$ cat config.mk
export PLATFORM = sky130hd
export DESIGN_NAME = block_median_filter_unit_flat
export DESIGN_NICKNAME = d
export VERILOG_FILES = /design/src/hw/rtl/bmf_pkg.sv /design/src/hw/rtl/bmf_if.sv /design/src/hw/rtl/bmf_cell.sv /design/src/hw/rtl/block_median_filter_unit.sv /design/src/flat_wrapper.sv
export SDC_FILE = /design/constraint.sdc
export NUM_CORES = 1
export LEC_CHECK = 0
export BUFFER_PORTS_ARGS = -buffer_cell sky130_fd_sc_hd__clkbuf_2
export CAP_MARGIN = 20
export CORE_MARGIN = 2
export CORE_UTILIZATION = 48
export DETAILED_ROUTE_END_ITERATION = 12
export GPL_ROUTABILITY_DRIVEN = 0
export PLACE_DENSITY = 0.7
export SLEW_MARGIN = 10
export SYNTH_ARGS = -nofsm -noshare
export SYNTH_HDL_FRONTEND = slang
export SYNTH_SLANG_ARGS = --single-unit
$ cat constraint.sdc
create_clock -name clk -period 3.4 [get_ports clk]
set_clock_uncertainty 0.15 [all_clocks]
set_input_delay 0.17 -clock clk [delete_from_list [all_inputs] [get_ports clk]]
set_output_delay 0.17 -clock clk [all_outputs]
set_load 0.005 [all_outputs]
$ cat src/hw/rtl/bmf_pkg.sv
`default_nettype none

package bmf_pkg;

  // block length used when the top level is not given one
  localparam int unsigned WINDOW_DEFAULT = 11;

  // converter sample and result width
  localparam int unsigned SAMPLE_W = 8;

  typedef logic signed [SAMPLE_W-1:0] sample_t;

  // what one cell hands to its right-hand neighbor
  typedef struct packed {
    logic    ins;    // new sample goes at or left of this cell
    logic    valid;  // cell holds a sample of the current block
    sample_t value;  // held sample
  } link_t;

endpackage

`default_nettype wire

$ cat src/hw/rtl/bmf_if.sv
`default_nettype none

// converter sample channel
interface bmf_sample_if;
  import bmf_pkg::*;

  logic    valid;
  logic    ready;
  sample_t sample;

  modport source (output valid, output sample, input ready);
  modport sink   (input valid, input sample, output ready);
endinterface

// median result channel
interface bmf_median_if;
  import bmf_pkg::*;

  logic    valid;
  logic    ready;
  sample_t median;

  modport source (output valid, output median, input ready);
  modport sink   (input valid, input median, output ready);
endinterface

`default_nettype wire

$ cat src/hw/rtl/bmf_cell.sv
`default_nettype none

module bmf_cell (
  input  wire logic            clk,
  input  wire logic            rst,
  input  wire logic            load,
  input  wire logic            clear,
  input  wire bmf_pkg::sample_t x,
  input  wire bmf_pkg::link_t  left,
  output bmf_pkg::link_t       right,
  output bmf_pkg::sample_t     ins_value
);
  import bmf_pkg::*;

  logic    valid;
  logic    valid_next;
  sample_t value;

  // insertion point: empty cell or held value above the new one
  assign right.ins   = !valid || (value > x);
  assign right.valid = valid;
  assign right.value = value;

  // shift in from the left, take the new sample, or keep
  always_comb begin
    priority if (left.ins) begin
      ins_value  = left.value;
      valid_next = left.valid;
    end else if (right.ins) begin
      ins_value  = x;
      valid_next = 1'b1;
    end else begin
      ins_value  = value;
      valid_next = valid;
    end
  end

  // occupancy, cleared when a block completes
  always_ff @(posedge clk) begin
    if (rst) begin
      valid <= 1'b0;
    end else if (load) begin
      valid <= clear ? 1'b0 : valid_next;
    end
  end

  // held sample
  always_ff @(posedge clk) begin
    if (load) begin
      value <= ins_value;
    end
  end

endmodule

`default_nettype wire

$ cat src/hw/rtl/block_median_filter_unit.sv
`default_nettype none

// The median of a block is registered on its last sample transfer and appears in the cycle after it.
// Throughput: one sample per cycle, but a block's last sample waits while the result is untaken;
// each sample is inserted into a sorted row of WINDOW cells, one result per WINDOW samples.
// A new block's last sample waits only while the previous median is still untaken.
// Reset: fill count, cell occupancy and result valid are cleared; no clearing pass.

module block_median_filter_unit #(
  parameter int unsigned WINDOW = bmf_pkg::WINDOW_DEFAULT
) (
  input  wire logic   clk,
  input  wire logic   rst,
  bmf_sample_if.sink  adc,
  bmf_median_if.source result
);
  import bmf_pkg::*;

  localparam int unsigned CW  = $clog2(WINDOW);
  localparam int unsigned MID = (WINDOW - 1) / 2;

  logic [CW-1:0] fill_count;
  logic          last;
  logic          take;
  logic          out_valid;
  sample_t       out_median;
  link_t         links [WINDOW+1];
  sample_t       ins_values [WINDOW];
  logic [WINDOW-1:0] occupied;

  assign last = (fill_count == CW'(WINDOW - 1));

  // hold the block's last sample only while the result register is full and not taken
  assign adc.ready = !last || !out_valid || result.ready;
  assign take      = adc.valid && adc.ready;

  // left end of the row never shifts in
  assign links[0] = '{ins: 1'b0, valid: 1'b0, value: '0};

  // sorted row, ascending from cell 0
  for (genvar i = 0; i < WINDOW; i++) begin : g_cell
    bmf_cell u_cell (
      .clk       (clk),
      .rst       (rst),
      .load      (take),
      .clear     (last),
      .x         (adc.sample),
      .left      (links[i]),
      .right     (links[i+1]),
      .ins_value (ins_values[i])
    );
    assign occupied[i] = links[i+1].valid;
  end

  // samples held in the current block
  always_ff @(posedge clk) begin
    if (rst) begin
      fill_count <= '0;
    end else if (take) begin
      fill_count <= last ? '0 : fill_count + CW'(1);
    end
  end

  // result register
  always_ff @(posedge clk) begin
    if (rst) begin
      out_valid <= 1'b0;
    end else if (take && last) begin
      out_valid <= 1'b1;
    end else if (result.ready) begin
      out_valid <= 1'b0;
    end
  end

  always_ff @(posedge clk) begin
    if (take && last) begin
      out_median <= ins_values[MID];
    end
  end

  assign result.valid  = out_valid;
  assign result.median = out_median;

  // occupied cells match the fill count in number and start at cell 0
  a_fill_matches: assert property (@(posedge clk) disable iff (rst)
    ($countones(occupied) == int'(fill_count)) && (occupied[0] || fill_count == '0))
    else $error("cell occupancy does not match fill count");

  // the row is empty and a result is valid after a block completes
  a_row_cleared: assert property (@(posedge clk) disable iff (rst)
    (take && last) |=> (occupied == '0) && out_valid)
    else $error("row not cleared or result missing after block end");

  // a result only follows a block-completing sample transfer
  a_result_source: assert property (@(posedge clk) disable iff (rst)
    $rose(out_valid) |-> $past(take && last))
    else $error("result raised without a completed block");

  // a pending result is never overwritten
  a_no_overrun: assert property (@(posedge clk) disable iff (rst)
    (out_valid && !result.ready) |-> !(take && last))
    else $error("result overwritten before transfer");

endmodule

`default_nettype wire
$ cat src/flat_wrapper.sv
// flat-port wrapper written by rule: the top's interface ports become plain ports
module block_median_filter_unit_flat import bmf_pkg::*;
#(
  parameter int unsigned WINDOW = bmf_pkg::WINDOW_DEFAULT
)
  (clk, rst, adc_valid, adc_sample, adc_ready, result_valid, result_median, result_ready);
  bmf_sample_if adc_i ();
  bmf_median_if result_i ();
  input  wire logic clk;
  input  wire logic rst;
  input wire logic [$bits(adc_i.valid)-1:0] adc_valid;
  input wire logic [$bits(adc_i.sample)-1:0] adc_sample;
  output wire logic [$bits(adc_i.ready)-1:0] adc_ready;
  output wire logic [$bits(result_i.valid)-1:0] result_valid;
  output wire logic [$bits(result_i.median)-1:0] result_median;
  input wire logic [$bits(result_i.ready)-1:0] result_ready;
  assign adc_i.valid = adc_valid;
  assign adc_i.sample = adc_sample;
  assign adc_ready = adc_i.ready;
  assign result_valid = result_i.valid;
  assign result_median = result_i.median;
  assign result_i.ready = result_ready;
  block_median_filter_unit #(.WINDOW(WINDOW)) u_core (.clk(clk), .rst(rst), .adc(adc_i), .result(result_i));
endmodule
======== Word level (Yosys, flattened, before mapping) ========
Index checks and enable logic that the tools add are counted.
cells by class
  add/subtract/negate cells ............... 1
  multiply operators ...................... 0
  div/mod/pow operators ................... 0
  $lt $le $gt $ge ......................... 6
  eq/ne operators ......................... 1
  shift-type cells ........................ 0
  mux-type cells .......................... 30
  bitwise gates (word level) .............. 0
  reductions and logical operators ........ 40
operators by type and width
  cell                                          number
  two-way mux 8 bit                             10
  greater-than comparator 8 bit                 6
  AND reduction 2 bit                           11
  two-way mux 1 bit                             19
  nonzero test 3 bit                            5
  nonzero test 2 bit                            6
  zero test 1 bit                               8
  logical OR 1 bit                              8
  adder 4 x 1 -> 4 bit (second input constant)  1
  equality test 4 bit (second input constant)   1
  two-way mux 4 bit                             1
  logical AND 1 bit                             2
word-level totals
  bits in registers ....................... 67
  bits in latches ......................... 0
  bits in writable memories ............... 0
  bits in read-only memories .............. 0
  bits of input ports ..................... 12
  output and inout bits ................... 10
  logic and storage cells ................. 93
  memories ................................ 0

======== Logic depth before layout (Yosys ltp) ========
Gate-level depths: netlist (run 1).
  depth in word-level cells ............... 7
  depth in mapped cells ................... 9
  depth with buffers taken out ............ 8

======== Cells and area by module ========
Synthesis (run 1) repeated with hierarchy kept, for this count alone.
second synthesis, totals
  cells, all modules ...................... 478
  area total of the unflattened synthesis .. 5007.3 um^2
modules (own cells, without submodules)
  module                    times used  cells each  area an instance (um^2)  seq. area each (um^2)
  bmf_cell                  6           73          749.5                    260.2
  block_median_filter_unit  1           40          510.5                    340.3

======== Least setup slack after synthesis (run 1) ========
No wires, ideal clock.
  path kind ............................... reg-to-reg
  start point ............................. reg u_core.g_cell[1].u_cell.value[5]
  end point ............................... reg u_core.g_cell[1].u_cell.value[0] (enable)
  setup time .............................. 0.375 ns
  arrival ................................. 1.843 ns
  required time ........................... 2.875 ns
  path slack .............................. 1.031 ns
  cell stages (with the launch flop) ...... 8
  buffers on the path ..................... 1
  period minus slack after synthesis ...... 2.369 ns
  cells stage by stage .................... edfxtp_1 -> ha_1 -> a21o_1 -> nand2_1 -> a311oi_1 -> nor3b_2 -> buf_4 -> a21oi_1
on the way
  longest elaborated chain between the ends .. 4
RTL lines
  item                           RTL line        source
  from (decl)                    bmf_cell.sv:17  sample_t value;
  from (signal assigned)         bmf_cell.sv:50  value <= ins_value;
  greater-than comparator 8 bit  bmf_cell.sv:20  assign right.ins = !valid || (value > x);
  logical OR 1 bit               bmf_cell.sv:20
  nonzero test 2 bit (no line)   --
  AND reduction 2 bit (no line)  --
No other way between the ends.
A chain may end at the register's enable or synchronous reset.

======== Worst setup path after layout (run 1) ========
  start point ............................. in adc_sample[3]
  end point ............................... reg u_core.g_cell[3].u_cell.value[7], data pin
on the way
  longest elaborated chain between the ends .. 3
RTL lines
  item                                            RTL line            source
  from (decl)                                     flat_wrapper.sv:12  input wire logic [$bits(adc_i.sample)-1:0] adc_sample;
  greater-than comparator 8 bit                   bmf_cell.sv:20
  logical OR 1 bit                                bmf_cell.sv:20
  two-way mux 8 bit                               bmf_cell.sv:26      priority if (left.ins) begin
  named net u_core.g_cell[3].u_cell.ins_value[7]  bmf_cell.sv:11      output bmf_pkg::sample_t ins_value
  to (signal assigned)                            bmf_cell.sv:50
  to (decl)                                       bmf_cell.sv:17
The timed path passes the listed nets, and every way through them passes these cells.

==> metrics.csv, run 1 <==
metric,value,unit
Critical R2R Launch,u_core.g_cell[2].u_cell.value[3]$_DFFE_PP_,
Hold Path Cell Cnt,2,
Hold Path Class,in2reg,
most frequent cells in the layout,"edfxtp_1 (56), ha_1 (48), a21oi_1 (26)",
Critical Path Source Type,primary input,
root buffer cell,clkbuf_8,
crit share post-route,0.915,
WHS Endpoint,u_core.g_cell[0].u_cell.value[4]$_DFFE_PP_,
cell area after layout,0.00443,sq mm
Hold Fails Final Rpt,0,
top post-synthesis cells by area,"edfxtp_1 (43%), ha_1 (15%), dfxtp_1 (5.6%), mux2_2 (4.9%), a21oi_1 (3.3%)",
Die Span X,94.5,um
GR Util All Layers,0.193,
"CTS clk-pin slew, worst paths",70,ps
Place WS,466,ps
PostCTS Resize Cnt,0,
VDD IR max,269,uV
I/O Buffers,21,
CTS tree,built,
hpwl dp,5980,um
first-iteration detailed-routing DRC count,126,
LEAKAGE,0.00175,uW
initial antenna violation count,0,
Post-CTS Setup Bufs,0,
top-area cell type share of the netlist area,0.428,
"Slew Viols, Final",0,
switch share,0.252,
clk buf depth,2,
ratio of cells with drive above 1 in the final layout,0.220,
fmax,321,MHz
status,finished clean,
drt drc,0,
Pwr Density,418,mW/mm^2
Ports,22,
NetSw,466,uW
critical path endpoint category,flop,
Core Footprint,0.00809,sq mm
headroom to the max-slew limit,0.495,
largest net degree at the start of global routing,13,
Sink Count,67,
Least-Margin Pin Slew,757,ps
final setup margin,288,ps
top cell type by total area after synthesis,edfxtp_1,
post-synthesis cell type count,49,
total congestion overflow,0,
area delta synth->final,12.7,%
"most common cell after layout, fill and taps aside",edfxtp_1,
setup violators final,0,
first-pass GRT wire length,13000,um
# diodes,0,
Wirelength per Cell,16.4,um
final net count,424,
Final Critical Period,3110,ps
FP Rows,33,
clock power share,0.345,
TritonCTS Buffers,9,
Comb power frac,0.132,
vias per cell,5.54,
initial core utilization,0.486,
unrepaired setup endpoints after global routing,no,
via count,2628,
register area share after synthesis,0.484,
Die ar.,0.00893,sq mm
CTS H-tree lvls,3,
reg2reg path depth,7,
Yosys warnings,0,
worst skew pair latency,340,ps
die height,94.5,um
DRT Pass-1 Iters,5,
FILL cells,732,
worst-path fanout max,7,
Synth Net Count,384,
setup TNS,0,ps
Mapped Cells,324,
r2r endpoint,u_core.g_cell[3].u_cell.value[7]$_DFFE_PP_,
sequential share of power,0.523,
via count of the first global-routing pass,2632,
final WL,7790,um
synthesized cell area,0.00393,sq mm
crit path DAT,3060,ps
CP required,3350,ps
Yosys reg bits,67,
Max Cap Violations,0,
HP Start,adc_sample[4],
flop-to-flop setup slack,660,ps
instance area at placement,0.00418,sq mm
critical path class,in2reg,
post-route ant nets,0,
P_int,1380,uW
"Avg Cell Area, Syn",12.1,sq um
## routing by layer
layer	global-route usage	vias to the layer above	part of all wire
met1	0.244	1263	0.46
met4	0.0676	0	0.016
li1	-	1311	-
met3	0.0383	12	0.031
met5	0	-	0
met2	0.329	42	0.50
## worst max path at each step
| stage | startpoint | depth (start not counted) | to | slack (ps) |
|---|---|---|---|---|
| 2_1_floorplan | u_core.g_cell[1].u_cell.value[5]$_DFFE_PP_ | 7 | u_core.g_cell[1].u_cell.value[0]$_DFFE_PP_ | 1030 |
| 3_3_place_gp | adc_sample[3] | 9 | u_core.g_cell[3].u_cell.value[7]$_DFFE_PP_ | 540 |
| 3_5_place_dp | adc_sample[3] | 9 | u_core.g_cell[3].u_cell.value[7]$_DFFE_PP_ | 470 |
| 4_1_cts | adc_sample[3] | 10 | u_core.g_cell[3].u_cell.value[7]$_DFFE_PP_ | 290 |
| 5_1_grt | adc_sample[5] | 9 | u_core.g_cell[1].u_cell.value[7]$_DFFE_PP_ | 100 |
| 6_report | adc_sample[3] | 10 | u_core.g_cell[3].u_cell.value[7]$_DFFE_PP_ | 290 |
## cell families after synthesis
family,Yosys count,share of synthesized area
AND/OR/NAND/NOR,76,0.103
flip-flops,67,0.484
AO/OA/AOI/OAI,63,0.109
adder cells (fa/ha/maj),48,0.153
multiplexers,37,0.110
buffers and inverters,30,0.0347
XOR/XNOR,3,0.00669
## cell type report
| type | count | area, sq um | area share |
|---|---|---|---|
| repair buffers | 36 | 233 | 0.0526 |
| flip-flops and latches | 67 | 1900 | 0.429 |
| well taps | 105 | 131 | 0.0297 |
| multi-input cells | 227 | 1890 | 0.427 |
| inverters | 23 | 86.3 | 0.0195 |
| clock buffers | 10 | 128 | 0.0288 |
| clock inverters | 6 | 56.3 | 0.0127 |
## worst max-delay path, stage by stage
cell and delay, ps:
dlygate4sd3_1 540, clkbuf_2 180, inv_1 240, ha_1 300, a21oi_2 170, o22ai_1 100, or4_4 420, o21ai_2 390
buf_4 250, mux2_4 300
## through the flow
step | hold WS (ps) | power (uW) | std cells | utilization
final | 16.7 | 1850 | 474 | 0.547
after global routing | 21.9 | 1940 | 474 | 0.547
after CTS | 4.57 | 1860 | 474 | 0.547
after detailed placement | 323 | 1220 | 452 | 0.517
after global placement | 304 | 1210 | 452 | 0.517
after floorplan | 119 | 1150 | 324 | -
## registers in the layout, summed over array words and instances (netlist names)
signal                      count
u_core.fill_count               4
u_core.result.valid             1
u_core.g_cell.u_cell.value     48
u_core.result.median            8
u_core.g_cell.u_cell.valid      6
## power groups by stage
stage | registers, uW | clock network (uW) | logic [uW]
global placement | 983 | 0 | 229
detailed placement | 985 | 0 | 238
CTS | 967 | 649 | 245
finish | 967 | 638 | 244
floorplan | 976 | 0 | 171
global route | 973 | 688 | 280
## timing repair
item,CTS,global route
setup endpoints to repair,0,0
hold buffers,6,0
hold endpoints to repair,11,0
## synth_stat cells (all sizes together)
cell type  number
a311oi          1
o22ai           2
nor2           17
clkbuf          2
o21ai          12
nor2b           6
o32a            1
or4             1
a31o            1
mux2           28
xor2            2
and4bb          3
inv            23
xnor2           1
o21a            1
mux2i           9
o2111a          1
nor3b           1
o211ai          3
nand2          21
o31ai           2
a21oi          27
nand3           5
nand3b          3
ha             48
a2111oi         1
nand4          11
buf             5
a211oi          3
a32o            1
edfxtp         56
nand2b          3
o32ai           1
a21o            4
dfxtp          11
a211o           1
nor3            5
o2bb2ai         1
Power figures use the tool's default switching activity.
==> inputs of run 2 (changes only) <==
--- a/config.mk
+++ b/config.mk
@@ -8,10 +8,10 @@
 export BUFFER_PORTS_ARGS = -buffer_cell sky130_fd_sc_hd__clkbuf_2
 export CAP_MARGIN = 20
 export CORE_MARGIN = 2
-export CORE_UTILIZATION = 48
+export CORE_UTILIZATION = 35
 export DETAILED_ROUTE_END_ITERATION = 12
 export GPL_ROUTABILITY_DRIVEN = 0
-export PLACE_DENSITY = 0.7
+export PLACE_DENSITY = 0.56
 export SLEW_MARGIN = 10
 export SYNTH_ARGS = -nofsm -noshare
 export SYNTH_HDL_FRONTEND = slang
==> run 2 against run 1 <==
  * Register-to-register slack better by 70 ps
  * Clock-buffer cell count up 1
  * Utilization fell by 13 points
  * Final area is 2.8% higher
  * Sequential share of layout area is 1.2 points lower
  * Critical endpoint is now u_core.g_cell[3].u_cell.value[5]$_DFFE_PP_
  * Highest routed layer unchanged
==> metrics.csv, run 2 (same netlist as run 1, synthesis figures left out) <==
metric,value,unit
fmax,330,MHz
TritonCTS Buffers,9,
Sink Count,67,
# diodes,0,
switch share,0.250,
crit path DAT,2990,ps
P_int,1440,uW
post-route ant nets,0,
initial core utilization,0.361,
Wirelength per Cell,15.5,um
Die Span X,110,um
VDD IR max,334,uV
root buffer cell,clkbuf_8,
total congestion overflow,0,
clock power share,0.366,
Die ar.,0.0121,sq mm
critical path class,in2reg,
initial antenna violation count,0,
final WL,7990,um
DRT Pass-1 Iters,6,
I/O Buffers,21,
sequential share of power,0.504,
ratio of cells with drive above 1 in the final layout,0.227,
headroom to the max-slew limit,0.476,
worst skew pair latency,350,ps
setup violators final,0,
"CTS clk-pin slew, worst paths",80,ps
Largest register FFs,48,
final setup margin,373,ps
first-pass GRT wire length,13100,um
vias per cell,5.15,
CTS tree,built,
final net count,430,
hpwl dp,6210,um
setup TNS,0,ps
CTS H-tree lvls,3,
Ports,22,
unrepaired setup endpoints after global routing,no,
via count of the first global-routing pass,2655,
Core Footprint,0.0109,sq mm
die height,110,um
largest net degree at the start of global routing,13,
status,finished clean,
"most common cell after layout, fill and taps aside",edfxtp_1,
Critical Path Source Type,primary input,
Multi-input gate area,0.00189,sq mm
crit share post-route,0.890,
Place WS,518,ps
Least-Margin Pin Slew,786,ps
clk buf depth,2,
CP required,3360,ps
"Slew Viols, Final",0,
via count,2653,
first-iteration detailed-routing DRC count,132,
register area,0.00190,sq mm
Max Cap Violations,0,
area delta synth->final,15.9,%
Hold Fails Final Rpt,0,
critical path endpoint category,flop,
Final Critical Period,3030,ps
FILL cells,1019,
most frequent cells in the layout,"edfxtp_1 (56), ha_1 (48), a21oi_1 (26)",
Pwr Density,422,mW/mm^2
Hold Path Class,in2reg,
Comb power frac,0.130,
LEAKAGE,0.00178,uW
FP Rows,38,
drt drc,0,
NetSw,479,uW
GR Util All Layers,0.147,
worst-path fanout max,7,
Biggest register,u_core.g_cell.u_cell.value,
## run 2: worst max-delay path: stages
cell           delay [ps]
dlygate4sd3_1         520
clkbuf_2              190
inv_1                 170
ha_1                  360
a21oi_2               170
o22ai_1                90
or4_4                 420
o21ai_2               330
buf_4                 240
mux2_4                310
## run 2: power groups by stage
stage / clock, uW / sequential (uW) / combinational [uW]
6_report: 703 / 967 / 249
5_1_grt: 762 / 973 / 281
4_1_cts: 730 / 967 / 251
3_5_place_dp: 0 / 985 / 242
3_3_place_gp: 0 / 984 / 233
2_1_floorplan: 0 / 976 / 171
## run 2: area by class of cell
cell class	count	share of cell area
Clock inverter	5	0.0132
Multi-Input combinational cell	227	0.415
Sequential cell	67	0.418
Clock buffer	11	0.0335
Inverter	23	0.0190
Tap cell	140	0.0385
Timing Repair Buffer	42	0.0627
## run 2: path summary, 6_finish.rpt
| kind | startpoint | to | slack, ps | depth (start not counted) |
|---|---|---|---|---|
| max | adc_sample[3] | u_core.g_cell[3].u_cell.value[5]$_DFFE_PP_ | 370 | 10 |
| min | adc_valid | u_core.g_cell[5].u_cell.valid$_SDFFE_PP0P_ | 80 | 3 |
| max reg2reg | u_core.g_cell[2].u_cell.value[5]$_DFFE_PP_ | u_core.g_cell[3].u_cell.value[5]$_DFFE_PP_ | 730 | 7 |
| min reg2reg | u_core.g_cell[2].u_cell.valid$_SDFFE_PP0P_ | u_core.g_cell[2].u_cell.valid$_SDFFE_PP0P_ | 360 | 2 |
## run 2: stage by stage
step	area [sq um]	util	total power (uW)	hold WS [ps]	instances
detailed placement	4250	0.390	1230	316	490
CTS	4550	0.418	1950	57.6	515
floorplan	3930	-	1150	119	324
finish	4550	0.418	1920	81.2	515
global route	4550	0.418	2020	92.4	515
global placement	4250	0.390	1220	320	490
## run 2: routing by layer
layer / wire length (um) / vias to the layer above / GRT usage
met4: 75 / 0 / 0.0497
met1: 3650 / 1280 / 0.179
li1: - / 1321 / -
met3: 320 / 6 / 0.0456
met2: 3940 / 46 / 0.245
met5: 0 / - / 0
## run 2: repair_timing
item                      4_1_cts  5_1_grt
hold endpoints to repair       14        0
buffers inserted                0        0
gates resized for setup         0        0
hold buffers                    9        0
==> inputs of run 3 (changes only) <==
--- a/config.mk
+++ b/config.mk
@@ -11,8 +11,9 @@
 export CORE_UTILIZATION = 35
 export DETAILED_ROUTE_END_ITERATION = 12
 export GPL_ROUTABILITY_DRIVEN = 0
-export PLACE_DENSITY = 0.56
+export PLACE_DENSITY = 0.55
 export SLEW_MARGIN = 10
 export SYNTH_ARGS = -nofsm -noshare
 export SYNTH_HDL_FRONTEND = slang
+export SYNTH_HIERARCHICAL = 1
 export SYNTH_SLANG_ARGS = --single-unit
==> run 3 against run 2 <==
  * Clock-buffer cell count increased by 2
  * Fmax increased by 0.27%
  * Non-clock buffer count decreased by 4
  * Global-route usage increased by 2.5 points
  * Critical path depth decreased by 2
  * Clock power increased by 36%
  * Final area increased by 23%
  * Worst hold slack got worse by 53 ps
  * Critical endpoint is now u_core/g_cell[2].u_cell/value[1]$_DFFE_PP_
  * Highest routed layer unchanged
==> metrics.csv, run 3 <==
metric,value,unit
M3 GR Usage,0.0268,
Yosys warnings,6,
Die Span X,123,um
largest net degree at the start of global routing,28,
vias per cell,5.57,
initial antenna violation count,0,
DRT Pass-1 Iters,4,
crit share post-route,0.888,
Mapped Cells,475,
clk buf depth,2,
GR Util All Layers,0.171,
worst-path fanout max,12,
area delta synth->final,12.5,%
Multi-input gate area,0.00271,sq mm
"most common cell after layout, fill and taps aside",inv_1,
VDD IR max,266,uV
total congestion overflow,0,
setup TNS,0,ps
CP required,3450,ps
post-route ant nets,0,
critical path class,reg2reg,
"Slew Viols, Final",0,
Critical Path Source Type,flop,
die height,123,um
setup violators final,0,
crit path DAT,3070,ps
TritonCTS Buffers,9,
register area,0.00190,sq mm
CTS H-tree lvls,3,
initial core utilization,0.360,
FILL cells,1364,
Core Footprint,0.0139,sq mm
Ports,22,
placed insts,671,
status,finished clean,
fin cells,687,
CTS tree,built,
Pwr Density,438,mW/mm^2
Final Critical Period,3020,ps
root buffer cell,clkbuf_16,
"CTS clk-pin slew, worst paths",60,ps
FP Rows,43,
Biggest register,u_core/g_cell.u_cell/value,
Final Util,0.405,
Hold WS,27.7,ps
critical path endpoint category,flop,
final WL,12200,um
Wirelength per Cell,17.8,um
most frequent cells in the layout,"inv_1 (61), edfxtp_1 (56), nand2_1 (49)",
first-pass GRT wire length,20000,um
unrepaired setup endpoints after global routing,no,
cts hold-fix bufs,0,
I/O Buffers,21,
first-iteration detailed-routing DRC count,266,
Max Cap Violations,0,
M2 GR Usage,0.287,
final net count,562,
Post-CTS Setup Bufs,0,
Largest register FFs,48,
Hold Fails Final Rpt,0,
synthesized cell area,0.00499,sq mm
worst skew pair latency,340,ps
# diodes,0,
LEAKAGE,0.00240,uW
via count,3830,
Die ar.,0.0152,sq mm
Sink Count,67,
Hold Path Class,in2reg,
flop-to-flop setup slack,380,ps
met1 Use GR,0.218,
PostCTS Resize Cnt,0,
GR peak layer,met2,
Least-Margin Pin Slew,593,ps
"Avg Cell Area, Syn",10.5,sq um
headroom to the max-slew limit,0.603,
hpwl dp,8870,um
fmax,331,MHz
via count of the first global-routing pass,3909,
drt drc,0,
ratio of cells with drive above 1 in the final layout,0.148,
## run 3: changes by cell type in the layout (fill, tap and decap cells not counted), sizes merged, moves of 9 or more
cell,previous run,this run
a211oi,3,12
a21oi,27,13
a221o,0,48
conb,0,10
dlygate4sd3,9,0
inv,23,62
mux2,28,0
nand2,21,50
nor2,17,26
o21ai,12,3
o31ai,2,42
## run 3: power by group
part,switching [uW],total (uW),internal [uW]
clock,356,957,601
sequential,63.1,1030,967
combinational,262,474,212
total,682,2460,1780
## run 3: metrics by stage
step	setup WS [ps]	instance area (sq um)	power, uW
final	381	5620	2460
after CTS	403	5620	2490
after detailed placement	331	5310	1520
after floorplan	530	5030	1390
after global placement	368	5310	1500
after global routing	187	5620	2590
## run 3: worst max-delay path, cell delays in order (launching register included)
cell and delay, ps:
edfxtp_1 440, ha_1 320, a21o_1 190, a2111oi_4 360, a211oi_2 120, nor2_1 110, nand2_1 270, nor4b_4 660
a221o_1 250
## run 3: final timing paths
| check | cells after the start | to | startpoint |
|---|---|---|---|
| setup / recovery | 8 | u_core/g_cell[2].u_cell/value[1]$_DFFE_PP_ | u_core/g_cell[1].u_cell/value[5]$_DFFE_PP_ |
| hold / removal | 3 | u_core/result.valid$_SDFFE_PP0P_ | adc_valid |
| setup reg to reg | 8 | u_core/g_cell[2].u_cell/value[1]$_DFFE_PP_ | u_core/g_cell[1].u_cell/value[5]$_DFFE_PP_ |
| hold reg to reg | 2 | u_core/fill_count[3]$_SDFFE_PP0P_ | u_core/fill_count[3]$_SDFFE_PP0P_ |
## run 3: final cells by class
type | instances | area share
Clock buffer | 13 | 0.0521
Tap cell | 180 | 0.0401
Timing Repair Buffer | 38 | 0.0437
Multi-Input combinational cell | 325 | 0.482
Clock inverter | 3 | 0.00290
Sequential cell | 67 | 0.339
Inverter | 61 | 0.0408
## run 3: routing by layer
metal	up-vias	routed length (um)
met3	7	353
met4	0	126
met2	49	6160
li1	1876	-
met5	-	0
met1	1898	5570
